File: src/rtl/core/priority_wait_queue_assert.svh
// assertion macros of the wait queue rtl, included by pwq_ctrl
`ifndef PRIORITY_WAIT_QUEUE_ASSERT_SVH
`define PRIORITY_WAIT_QUEUE_ASSERT_SVH

// same-cycle implication, checked outside reset
`define PWQ_ASSERT_IMPL(lbl, ante, cons, msg) \
    lbl: assert property (@(posedge clk) disable iff (!rst_n) (ante) |-> (cons)) \
        else $error(msg);

// next-cycle implication, checked outside reset
`define PWQ_ASSERT_NEXT(lbl, ante, cons, msg) \
    lbl: assert property (@(posedge clk) disable iff (!rst_n) (ante) |=> (cons)) \
        else $error(msg);

`endif

File: src/rtl/core/pwq_pkg.sv
// types, constants and helpers of the priority wait queue
package pwq_pkg;

    localparam int MAX_WAITERS = 16;
    localparam int IDX_W = $clog2(MAX_WAITERS);
    localparam int CNT_W = $clog2(MAX_WAITERS + 1);
    localparam int ENTRY_W = 16;

    typedef enum logic [1:0] {
        MODE_WAIT   = 2'd0,
        MODE_FIRST  = 2'd1,
        MODE_TASK   = 2'd2,
        MODE_ALL    = 2'd3
    } pwq_mode_t;

    typedef enum logic [1:0] {
        ST_OK       = 2'd0,
        ST_EMPTY    = 2'd1,
        ST_FULL     = 2'd2,
        ST_NOTFOUND = 2'd3
    } pwq_status_t;

    typedef enum logic [3:0] {
        S_IDLE,
        S_INS_RD,
        S_INS_CHK,
        S_INS_PUT,
        S_RM_RD,
        S_RM_CHK,
        S_DRN_RD,
        S_DRN_CHK,
        S_RESP
    } pwq_state_t;

    typedef struct packed {
        pwq_mode_t   mode;
        logic [7:0]  task_id;
        logic [7:0]  task_prio;
        logic [7:0]  wake_code;
        logic [31:0] wake_tag;
    } pwq_in_t;

    typedef struct packed {
        logic [7:0]  woken_id;
        logic [7:0]  woken_code;
        logic [31:0] woken_tag;
        pwq_status_t status;
        logic [4:0]  waiters;
        logic        last;
    } pwq_out_t;

    typedef struct packed {
        logic [7:0] id;
        logic [7:0] prio;
    } pwq_entry_t;

    typedef struct packed {
        logic             wr_en;
        logic [IDX_W-1:0] wr_addr;
        pwq_entry_t       wr_data;
        logic             rd_en;
        logic [IDX_W-1:0] rd_addr;
    } pwq_mem_req_t;

    typedef struct packed {
        logic     load;
        pwq_out_t data;
    } pwq_res_t;

    // waiter count as the 5-bit field, wrapping for deep queues
    function automatic logic [4:0] to_waiters(input logic [CNT_W-1:0] c);
        logic [CNT_W+4:0] t;
        t = {5'b0, c};
        return t[4:0];
    endfunction

endpackage

File: src/rtl/core/pwq_ram.sv
// generic single-write single-read ram with registered read data
module pwq_ram #(
    parameter int DEPTH = 16,
    parameter int WIDTH = 16,
    localparam int AW = $clog2(DEPTH)
) (
    input  logic             clk,
    input  logic             wr_en,
    input  logic [AW-1:0]    wr_addr,
    input  logic [WIDTH-1:0] wr_data,
    input  logic             rd_en,
    input  logic [AW-1:0]    rd_addr,
    output logic [WIDTH-1:0] rd_data
);

    logic [WIDTH-1:0] mem [DEPTH];

    // write port
    always_ff @(posedge clk)
    begin
        if (wr_en)
        begin
            mem[wr_addr] <= wr_data;
        end
    end

    // read port, data holds until the next read
    always_ff @(posedge clk)
    begin
        if (rd_en)
        begin
            rd_data <= mem[rd_addr];
        end
    end

endmodule

File: src/rtl/core/pwq_ctrl.sv
// sequencer that walks the sorted list in ram one entry per step
module pwq_ctrl
    import pwq_pkg::*;
(
    input  logic         clk,
    input  logic         rst_n,
    input  logic         in_valid,
    input  pwq_in_t      in_data,
    output logic         in_stall,
    input  logic         out_free,
    input  pwq_entry_t   rd_data,
    output pwq_mem_req_t mem,
    output pwq_res_t     res
);

    `include "priority_wait_queue_assert.svh"

    pwq_state_t       state_reg, state_next;
    logic [IDX_W-1:0] idx_reg, idx_next;
    logic [CNT_W-1:0] cnt_reg, cnt_next;
    logic             found_reg, found_next;
    pwq_in_t          req_reg, req_next;
    logic [7:0]       woken_reg, woken_next;
    pwq_out_t         pend_reg, pend_next;

    logic [CNT_W-1:0] cnt_m1;
    logic [CNT_W-1:0] idx_ext;
    logic             at_tail;
    logic             hit;
    pwq_entry_t       new_entry;

    assign cnt_m1    = cnt_reg - 1'b1;
    assign idx_ext   = CNT_W'(idx_reg);
    assign at_tail   = (idx_ext == cnt_m1);
    assign new_entry = '{id: req_reg.task_id, prio: req_reg.task_prio};
    assign in_stall  = (state_reg != S_IDLE);

    // control registers
    always_ff @(posedge clk or negedge rst_n)
    begin
        if (!rst_n)
        begin
            state_reg <= S_IDLE;
            cnt_reg   <= '0;
            found_reg <= 1'b0;
            idx_reg   <= '0;
        end
        else
        begin
            state_reg <= state_next;
            cnt_reg   <= cnt_next;
            found_reg <= found_next;
            idx_reg   <= idx_next;
        end
    end

    // payload registers
    always_ff @(posedge clk)
    begin
        req_reg   <= req_next;
        woken_reg <= woken_next;
        pend_reg  <= pend_next;
    end

    // next state, memory accesses and results
    always_comb
    begin
        state_next = state_reg;
        idx_next   = idx_reg;
        cnt_next   = cnt_reg;
        found_next = found_reg;
        req_next   = req_reg;
        woken_next = woken_reg;
        pend_next  = pend_reg;
        mem        = '0;
        res        = '0;
        hit        = 1'b0;

        unique case (state_reg)
            S_IDLE:
            begin
                pend_next = '0;
                pend_next.last = 1'b1;
                found_next = 1'b0;
                idx_next = '0;
                if (in_valid)
                begin
                    req_next = in_data;
                    unique case (in_data.mode)
                        MODE_WAIT:
                        begin
                            if (cnt_reg >= CNT_W'(MAX_WAITERS))
                            begin
                                pend_next.status = ST_FULL;
                                state_next = S_RESP;
                            end
                            else if (cnt_reg == '0)
                            begin
                                state_next = S_INS_PUT;
                            end
                            else
                            begin
                                idx_next = cnt_m1[IDX_W-1:0];
                                state_next = S_INS_RD;
                            end
                        end
                        MODE_FIRST, MODE_TASK:
                        begin
                            if (cnt_reg == '0)
                            begin
                                pend_next.status = (in_data.mode == MODE_FIRST) ?
                                                   ST_EMPTY : ST_NOTFOUND;
                                state_next = S_RESP;
                            end
                            else
                            begin
                                state_next = S_RM_RD;
                            end
                        end
                        MODE_ALL:
                        begin
                            if (cnt_reg == '0)
                            begin
                                pend_next.status = ST_EMPTY;
                                state_next = S_RESP;
                            end
                            else
                            begin
                                state_next = S_DRN_RD;
                            end
                        end
                        default:
                        begin
                            state_next = S_IDLE;
                        end
                    endcase
                end
            end

            // insert: walk from the tail, moving lower priorities one down
            S_INS_RD:
            begin
                mem.rd_en = 1'b1;
                mem.rd_addr = idx_reg;
                state_next = S_INS_CHK;
            end
            S_INS_CHK:
            begin
                mem.wr_en = 1'b1;
                mem.wr_addr = idx_reg + 1'b1;
                if (rd_data.prio < req_reg.task_prio)
                begin
                    mem.wr_data = rd_data;
                    if (idx_reg == '0)
                    begin
                        state_next = S_INS_PUT;
                    end
                    else
                    begin
                        idx_next = idx_reg - 1'b1;
                        state_next = S_INS_RD;
                    end
                end
                else
                begin
                    mem.wr_data = new_entry;
                    cnt_next = cnt_reg + 1'b1;
                    state_next = S_RESP;
                end
            end
            S_INS_PUT:
            begin
                mem.wr_en = 1'b1;
                mem.wr_addr = idx_reg;
                mem.wr_data = new_entry;
                cnt_next = cnt_reg + 1'b1;
                state_next = S_RESP;
            end

            // remove: find the entry, then pull the rest up by one
            S_RM_RD:
            begin
                mem.rd_en = 1'b1;
                mem.rd_addr = idx_reg;
                state_next = S_RM_CHK;
            end
            S_RM_CHK:
            begin
                if (found_reg)
                begin
                    mem.wr_en = 1'b1;
                    mem.wr_addr = idx_reg - 1'b1;
                    mem.wr_data = rd_data;
                end
                else
                begin
                    hit = (req_reg.mode == MODE_FIRST) || (rd_data.id == req_reg.task_id);
                end
                if (hit)
                begin
                    found_next = 1'b1;
                    woken_next = rd_data.id;
                end
                if (at_tail)
                begin
                    if (found_reg || hit)
                    begin
                        cnt_next = cnt_m1;
                        pend_next.woken_id = hit ? rd_data.id : woken_reg;
                        if (req_reg.mode == MODE_TASK)
                        begin
                            pend_next.woken_code = req_reg.wake_code;
                            pend_next.woken_tag = req_reg.wake_tag;
                        end
                    end
                    else
                    begin
                        pend_next.status = ST_NOTFOUND;
                    end
                    state_next = S_RESP;
                end
                else
                begin
                    idx_next = idx_reg + 1'b1;
                    state_next = S_RM_RD;
                end
            end

            // drain: one result per entry in queue order
            S_DRN_RD:
            begin
                mem.rd_en = 1'b1;
                mem.rd_addr = idx_reg;
                state_next = S_DRN_CHK;
            end
            S_DRN_CHK:
            begin
                if (out_free)
                begin
                    res.load = 1'b1;
                    res.data.woken_id = rd_data.id;
                    res.data.woken_code = req_reg.wake_code;
                    res.data.woken_tag = req_reg.wake_tag;
                    res.data.status = ST_OK;
                    res.data.waiters = to_waiters(cnt_m1 - idx_ext);
                    res.data.last = at_tail;
                    if (at_tail)
                    begin
                        cnt_next = '0;
                        state_next = S_IDLE;
                    end
                    else
                    begin
                        idx_next = idx_reg + 1'b1;
                        state_next = S_DRN_RD;
                    end
                end
            end

            // single result once the output register is free
            S_RESP:
            begin
                if (out_free)
                begin
                    res.load = 1'b1;
                    res.data = pend_reg;
                    res.data.waiters = to_waiters(cnt_reg);
                    state_next = S_IDLE;
                end
            end

            default:
            begin
                state_next = S_IDLE;
            end
        endcase
    end

    `PWQ_ASSERT_IMPL(a_cnt_range, 1'b1, cnt_reg <= CNT_W'(MAX_WAITERS), "waiter count overflow")
    `PWQ_ASSERT_IMPL(a_load_free, res.load, out_free, "result loaded into busy output")
    `PWQ_ASSERT_NEXT(a_drain_empty, (state_reg == S_DRN_CHK) && res.load && res.data.last, cnt_reg == '0, "drain left waiters")
    `PWQ_ASSERT_IMPL(a_rw_apart, mem.wr_en && mem.rd_en, 1'b0, "read and write in one step")

endmodule

File: src/rtl/core/priority_wait_queue.sv
// Priority wait queue: ordered list of waiting tasks, highest priority first.
// Input channel in_valid/in_stall/in_data carries one request per beat:
// insert a waiter, wake the head, wake a named task, or drain all waiters.
// Output channel out_valid/out_stall/out_data returns the result beats; a
// drain gives one beat per waiter, with last set on the final one.
// The list lives in a single ram; the sequencer visits one entry at a time
// (read, then check and write back), and a drain gives a result beat per entry.
// Rejected requests (full, empty) go straight to the response; a named task
// that is not waiting is only known after the whole list is walked.
// One request is worked at a time; in_stall is high until its last result
// sits in the output register, which then holds while out_stall is high.
// A stalled receiver holds up the sequencer only when a new beat is ready.
// Reset empties the list at once (count to zero); no clearing pass is needed.
module priority_wait_queue
    import pwq_pkg::*;
(
    input  logic     clk,
    input  logic     rst_n,
    input  logic     in_valid,
    output logic     in_stall,
    input  pwq_in_t  in_data,
    output logic     out_valid,
    input  logic     out_stall,
    output pwq_out_t out_data
);

    pwq_mem_req_t mem;
    pwq_res_t     res;
    pwq_entry_t   rd_data;
    logic         out_free;
    logic         out_valid_reg;
    pwq_out_t     out_data_reg;

    assign out_free  = !out_valid_reg || !out_stall;
    assign out_valid = out_valid_reg;
    assign out_data  = out_data_reg;

    pwq_ram #(
        .DEPTH (MAX_WAITERS),
        .WIDTH (ENTRY_W)
    ) u_ram (
        .clk     (clk),
        .wr_en   (mem.wr_en),
        .wr_addr (mem.wr_addr),
        .wr_data (mem.wr_data),
        .rd_en   (mem.rd_en),
        .rd_addr (mem.rd_addr),
        .rd_data (rd_data)
    );

    pwq_ctrl u_ctrl (
        .clk      (clk),
        .rst_n    (rst_n),
        .in_valid (in_valid),
        .in_data  (in_data),
        .in_stall (in_stall),
        .out_free (out_free),
        .rd_data  (rd_data),
        .mem      (mem),
        .res      (res)
    );

    // output register valid
    always_ff @(posedge clk or negedge rst_n)
    begin
        if (!rst_n)
        begin
            out_valid_reg <= 1'b0;
        end
        else if (out_free)
        begin
            out_valid_reg <= res.load;
        end
    end

    // output register payload
    always_ff @(posedge clk)
    begin
        if (res.load)
        begin
            out_data_reg <= res.data;
        end
    end

endmodule

File: config.mk
export PLATFORM = sky130hd
export DESIGN_NAME = priority_wait_queue
export DESIGN_NICKNAME = d
export VERILOG_FILES = /design/src/rtl/core/pwq_pkg.sv /design/src/rtl/core/pwq_ram.sv /design/src/rtl/core/pwq_ctrl.sv /design/src/rtl/core/priority_wait_queue.sv
export VERILOG_INCLUDE_DIRS = /design/src /design/src/rtl/core
export SDC_FILE = /design/constraint.sdc
export NUM_CORES = 1
export LEC_CHECK = 0
export ABC_AREA = 1
export BUFFER_PORTS_ARGS = -buffer_cell sky130_fd_sc_hd__buf_2
export CORE_ASPECT_RATIO = 1.1
export CORE_MARGIN = 3
export CORE_UTILIZATION = 60
export DETAILED_ROUTE_END_ITERATION = 7
export MAX_ROUTING_LAYER = met4
export PLACE_DENSITY_LB_ADDON = 0.2
export SYNTH_ARGS = -nofsm -noshare
export SYNTH_HDL_FRONTEND = slang
export SYNTH_HIERARCHICAL = 1
export SYNTH_SLANG_ARGS = --single-unit
File: constraint.sdc
create_clock -name clk -period 5.7 [get_ports clk]
set_clock_uncertainty 0.15 [all_clocks]
set_input_delay 0.57 -clock clk [delete_from_list [all_inputs] [get_ports clk]]
set_output_delay 0.57 -clock clk [all_outputs]
set_load 0.1 [all_outputs]
After elaboration in Yosys (flattened, before gate mapping)
Memories as Yosys holds them, arrays and structs flattened. A register that Yosys moved wholly into a read port is not among the register bits.
Index checks and enable logic that the tools add are counted.
{"block": "totals", "ff_bits": 187, "ram_bits": 256, "input_bits": 62, "output_inout_bits": 58, "word_cells": 132, "n_memories": 1}
{"memory": "u_ram.mem", "depth": 16, "width": 16, "rd": 1, "rd_clocked_by_memory_dff": 1, "wr": 1, "line_no": "pwq_ram.sv:16", "source": "logic [WIDTH-1:0] mem [DEPTH];"}
{"block": "op_classes", "addsub": 5, "n_lt_le_gt_ge": 2, "eq_ne": 27, "n_mux": 53, "reduce_logical": 23}
{"cell": "$mux 57", "n": 2}
{"cell": "$pmux 57 s2", "n": 1}
{"cell": "$pmux 50 s2", "n": 1}
{"cell": "$mux 4", "n": 16}
{"cell": "$pmux 21 s3", "n": 1}
{"cell": "$mux 50", "n": 1}
{"cell": "$mux 48", "n": 1}
{"cell": "$mux 40", "n": 1}
{"cell": "$pmux 4 s9", "n": 1}
{"cell": "$mux 5", "n": 6}
{"cell": "$mux 21", "n": 1}
{"cell": "$pmux 5 s4", "n": 1}
{"cell": "$eq 4x3->1 const B", "n": 4}
{"cell": "$mux 16", "n": 1}
{"cell": "$pmux 4 s4", "n": 1}
{"cell": "$mux 2", "n": 7}
{"cell": "$ne 2x1->1 const B", "n": 6}
{"cell": "$ne 2x2->1 const B", "n": 6}
{"cell": "$pmux 4 s3", "n": 1}
{"cell": "$reduce_bool 4->1", "n": 3}
{"cell": "$reduce_and 3->1", "n": 3}
{"cell": "$eq 4x2->1 const B", "n": 2}
{"cell": "$eq 8x8->1", "n": 1}
{"cell": "$logic_not 4->1", "n": 2}
{"cell": "other kinds (27)", "n": 40}

Logic depth before layout (Yosys ltp)
{"block": "depth", "depth_word": 8, "mapped_depth": 14, "ltp_nobuf": 14}

Hierarchy
Netlist, hierarchy kept.
{"mod": "pwq_ram", "instances": 1, "cells_per_inst": 1074, "area_per_inst_um2": 11541.1, "seq_area_each_um2": 8167.8}
{"mod": "pwq_ctrl", "instances": 1, "cells_per_inst": 725, "area_per_inst_um2": 6729.0, "seq_area_each_um2": 3833.7}
{"mod": "priority_wait_queue", "instances": 1, "cells_per_inst": 60, "area_per_inst_um2": 1722.9, "seq_area_each_um2": 1706.6}

Worst setup path before layout
OpenSTA, ideal clock, no wires.
{"block": "synth_timing", "path_type": "register to register", "from": "register u_ctrl.state_reg[3]", "to": "register u_ctrl.req_reg (netlist bit u_ctrl/new_entry[0]) (enable)", "setup_time_ns": 0.474, "arrival_ns": 4.285, "t_required_ns": 5.076, "path_slack_ns": 0.792, "stages_incl_launch_ff": 4, "path_buffers": 0, "synth_period_minus_slack_ns": 4.908, "cell_sequence": "dfrtp_1 -> nor2_4 -> nand3_1 -> nor2_1"}
{"block": "synth_between", "elab_chain_len": 2}
{"item": "start, declared", "line_no": "pwq_ctrl.sv:18", "source": "pwq_state_t state_reg, state_next;"}
{"item": "start signal, assigned", "line_no": "pwq_ctrl.sv:50", "source": "state_reg <= state_next;"}
{"item": "$logic_not 4->1", "line_no": "pwq_ctrl.sv:79", "source": "unique case (state_reg)"}
{"item": "$reduce_and 2->1 (no line)"}
{"item": "end signal, assigned", "line_no": "pwq_ctrl.sv:60", "source": "req_reg <= req_next;"}
{"item": "end, declared", "line_no": "pwq_ctrl.sv:22", "source": "pwq_in_t req_reg, req_next;"}
No other way between the ends.
A chain may end at the register's enable or synchronous reset.

Worst setup path after layout
{"block": "layout_timing", "from": "register u_ctrl.state_reg[0]", "to": "register u_ctrl/pend_reg[43] (netlist name) (enable)"}
{"block": "layout_between", "elab_chain_len": 3, "word_cells_on_any_way": 7, "cone_classes": "eq/ne: 4; reduce/logical: 3"}
{"item": "$eq 4x3->1 or $logic_not 4->1 (tied branches)", "line_no": "pwq_ctrl.sv:79"}
{"item": "$ne 2x1->1 (no line) or $reduce_bool 2->1 (tied branches)"}
{"item": "$reduce_and 4->1 (no line) (*)"}
{"item": "end signal, assigned", "line_no": "pwq_ctrl.sv:62", "source": "pend_reg <= pend_next;"}
{"item": "end, declared", "line_no": "pwq_ctrl.sv:24", "source": "pwq_out_t pend_reg, pend_next;"}
Every way passes the cells marked *; elsewhere a longest branch is shown, timed or not.

==> results.json <==
{
  "status": "finished, final reports clean",
  "slowest_delay_ns": 1.19,
  "vdd_drop_max_uv": 300,
  "crit_chain": "inv_2 -> nor2_2 -> nand2_2 -> clkinv_1 -> a21oi_4",
  "synth_edf_count": 444,
  "nets": 2063,
  "synthCells": 1859,
  "ys_seq_area_frac": 0.686,
  "vias_per_cell": 5.50,
  "start_util": 0.614,
  "place_hpwl_mm": 26.7,
  "largest_reg_flops": 256,
  "slew_headroom": 0.153,
  "num_rows": 69,
  "hold_violations": 0,
  "clock_sinks": 459,
  "drive_gt1_frac": 0.126,
  "port_buffers": 119,
  "netlist-cell-type-count": 40,
  "avgSynthCellArea_sq_um": 10.8,
  "drc": 0,
  "routabilityCongestion": 0.888,
  "cts_setup_buffers": 0,
  "die_h_microns": 197,
  "async_reset_ff_frac": 0.0327,
  "antenna_left": 0,
  "die_w_microns": 180,
  "path_max_fanout": 58,
  "path_class": "reg2reg",
  "wl_per_cell_microns": 18.6,
  "tns_ns": 0,
  "rsz0062_at_grt": "false",
  "end_kind": "flip-flop",
  "clk_latency_ns": 0.57,
  "gr-total-overflow": 0,
  "max_freq_mhz": 250,
  "vias": 13400,
  "root_buffer": "clkbuf_16",
  "critical-path-slowest-cell": "a21oi_4",
  "fin_crit_sh": 0.702,
  "syn_nets": 1942,
  "wl_mm": 45.4,
  "synth_seq_cells": 459,
  "ios": 120,
  "die_area_sq_um": 35500,
  "drt_iter0_markers": 1566,
  "regToRegSetupSlack_ns": 1.70,
  "area_growth_pct": 12.5,
  "grt_use_total": 0.262,
  "power_density_nw_per_um2": 470,
  "grt_max_degree": 66,
  "dpl_cell_area_sq_um": 21000,
  "tightest_slew_ns": 1.27,
  "core_area_sq_um": 32500,
  "required_ns": 5.72,
  "grt_pass1_wl_mm": 71.2,
  "cts.clk_slew.worst_paths_ns": 0.06,
  "numCtsBuffers": 46,
  "cts_max_level": 2,
  "worst_setup_path_start_kind": "flip-flop",
  "drv_cap": 0,
  "finalMaxSlewViolations": 0,
  "cts_tree": "done",
  "syn_area_sq_um": 20000,
  "hp-class": "in2reg",
  "clockBufferDepth": 3,
  "fin_crit_ns": 4.00,
  "grt_pass1_vias": 13100,
  "antenna_found_initial": 1,
  "p_leak_nw": 9.62,
  "synth-main-ff-cell": "edfxtp_1",
  "finalSetupViolations": 0,
  "arrival_ns": 4.02,
  "firstDrtPassIters": 6,
  "final_cell_area_sq_um": 22500,
  "synth_warnings": 6
}
-- kinds of logic after synthesis --
group                      synth area share
buffers and inverters                0.0805
adders and majority gates            0.0135
DFF                                   0.686
and+or+nand+nor                       0.183
AOI/OAI and AO/OA                    0.0314
xor gates and xnor gates            0.00570
-- routing by layer --
metal | track usage | share of wire | vias up | wire length [microns]
li1 | - | - | 6358 | -
met1 | 0.347 | 0.41 | 6357 | 18400
met2 | 0.429 | 0.49 | 618 | 22100
met3 | 0.0409 | 0.084 | 103 | 3800
met4 | 0.0788 | 0.024 | 0 | 1080
met5 | - | 0 | - | 0
-- synthesized netlist by cell type (7+ instances only) --
| cell | instances | area share |
|---|---|---|
| inv_2 | 10 | 0.0019 |
| buf_4 | 20 | 0.0075 |
| buf_2 | 24 | 0.0060 |
| ha_1 | 20 | 0.013 |
| edfxtp_1 | 444 | 0.67 |
| a21oi_1 | 11 | 0.0028 |
| o21ai_0 | 70 | 0.018 |
| nand2_2 | 7 | 0.0022 |
| nand3_1 | 262 | 0.066 |
| xor2_1 | 8 | 0.0035 |
| clkbuf_1 | 26 | 0.0049 |
| nand2_1 | 472 | 0.089 |
| dfrtp_1 | 15 | 0.019 |
| o21ai_1 | 15 | 0.0038 |
| nor2_1 | 93 | 0.017 |
| inv_1 | 307 | 0.058 |
-- final timing paths --
| check | endpoint | startpoint | depth (start not counted) |
|---|---|---|---|
| worst max-delay path | u_ctrl/pend_reg[43]$_SDFFCE_PN0P_ | u_ctrl/state_reg[0]$_DFFE_PN0P_ | 5 |
| worst min-delay path | u_ctrl/req_reg[31]$_DFFE_PP_ | in_data[31] | 1 |
| worst max register to register | u_ctrl/pend_reg[43]$_SDFFCE_PN0P_ | u_ctrl/state_reg[0]$_DFFE_PN0P_ | 5 |
| worst min register to register | out_data[52]$_DFFE_PP_ | u_ctrl/pend_reg[52]$_SDFFCE_PN0P_ | 2 |
| max in group asynchronous | u_ctrl/cnt_reg[2]$_DFFE_PN0P_ | rst_n | 2 |
| min in group asynchronous | u_ctrl/idx_reg[3]$_DFFE_PN0P_ | rst_n | 2 |
-- layout make-up --
| cell class | count | area, sq um |
|---|---|---|
| flip-flops and latches | 459 | 13700 |
| inverters | 318 | 1190 |
| clock buffers | 53 | 1200 |
| multi-input cells | 1005 | 4720 |
| diodes | 1 | 2.50 |
| well taps | 426 | 533 |
| repair buffers | 150 | 831 |
| fillers | 2287 | 10100 |
| clock inverters | 32 | 303 |
-- power by group --
| group | internal, W | leakage [nW] | switching, W |
|---|---|---|---|
| Clock | 0.00174 | 0.725 | 0.00125 |
| Combinational | 0.000618 | 4.54 | 0.00217 |
| Sequential | 0.00456 | 4.35 | 0.000222 |
-- cells in the final DEF, fill, tap and decap left out, types with 3 or more instances in the layout --
cell          n
o21ai_0      70
edfxtp_1    444
nand2_4       4
nor2_1       89
nor2_2        3
clkinv_1     14
buf_2       119
nand2_1     470
clkinvlp_4    4
clkbuf_1      6
o22ai_1       5
clkinv_2     10
a21oi_1      10
xnor2_1       5
bufinv_16     5
inv_1       306
o21ai_1      15
dfrtp_1      15
ha_1         20
nand4_1       3
inv_2         9
nand2_2       9
nor2_4        6
o221ai_1      3
xor2_1        8
nand3_1     262
buf_4        30
clkbuf_16    47
-- worst max-delay path: cells and delay by family, from the launching register on --
kind	cells	cell delay [ns]
buffers and inverters	2	0.95
flip-flops	1	0.42
AND/OR/NAND/NOR	2	0.86
AO/OA/AOI/OAI	1	1.19
-- repair_timing --
item	in CTS	in global routing
endpoints found under the hold margin	15	0
resized for setup	0	0
hold buffers	1	0
-- stage by stage --
step | hold slack, ns | instances | utilization | power [W] | setup slack, ns
6_report | 0.0332 | 2444 | 0.691 | 0.0106 | 1.70
5_1_grt | 0.0130 | 2444 | 0.691 | 0.0111 | 1.37
4_1_cts | 0.0115 | 2443 | 0.691 | 0.0106 | 1.66
3_5_place_dp | 0.361 | 2357 | 0.645 | 0.00760 | 1.63
3_3_place_gp | 0.354 | 2357 | 0.645 | 0.00753 | 1.72
2_1_floorplan | 0.124 | 1859 | - | 0.00685 | 0.792
Power figures use the tool's default switching activity.
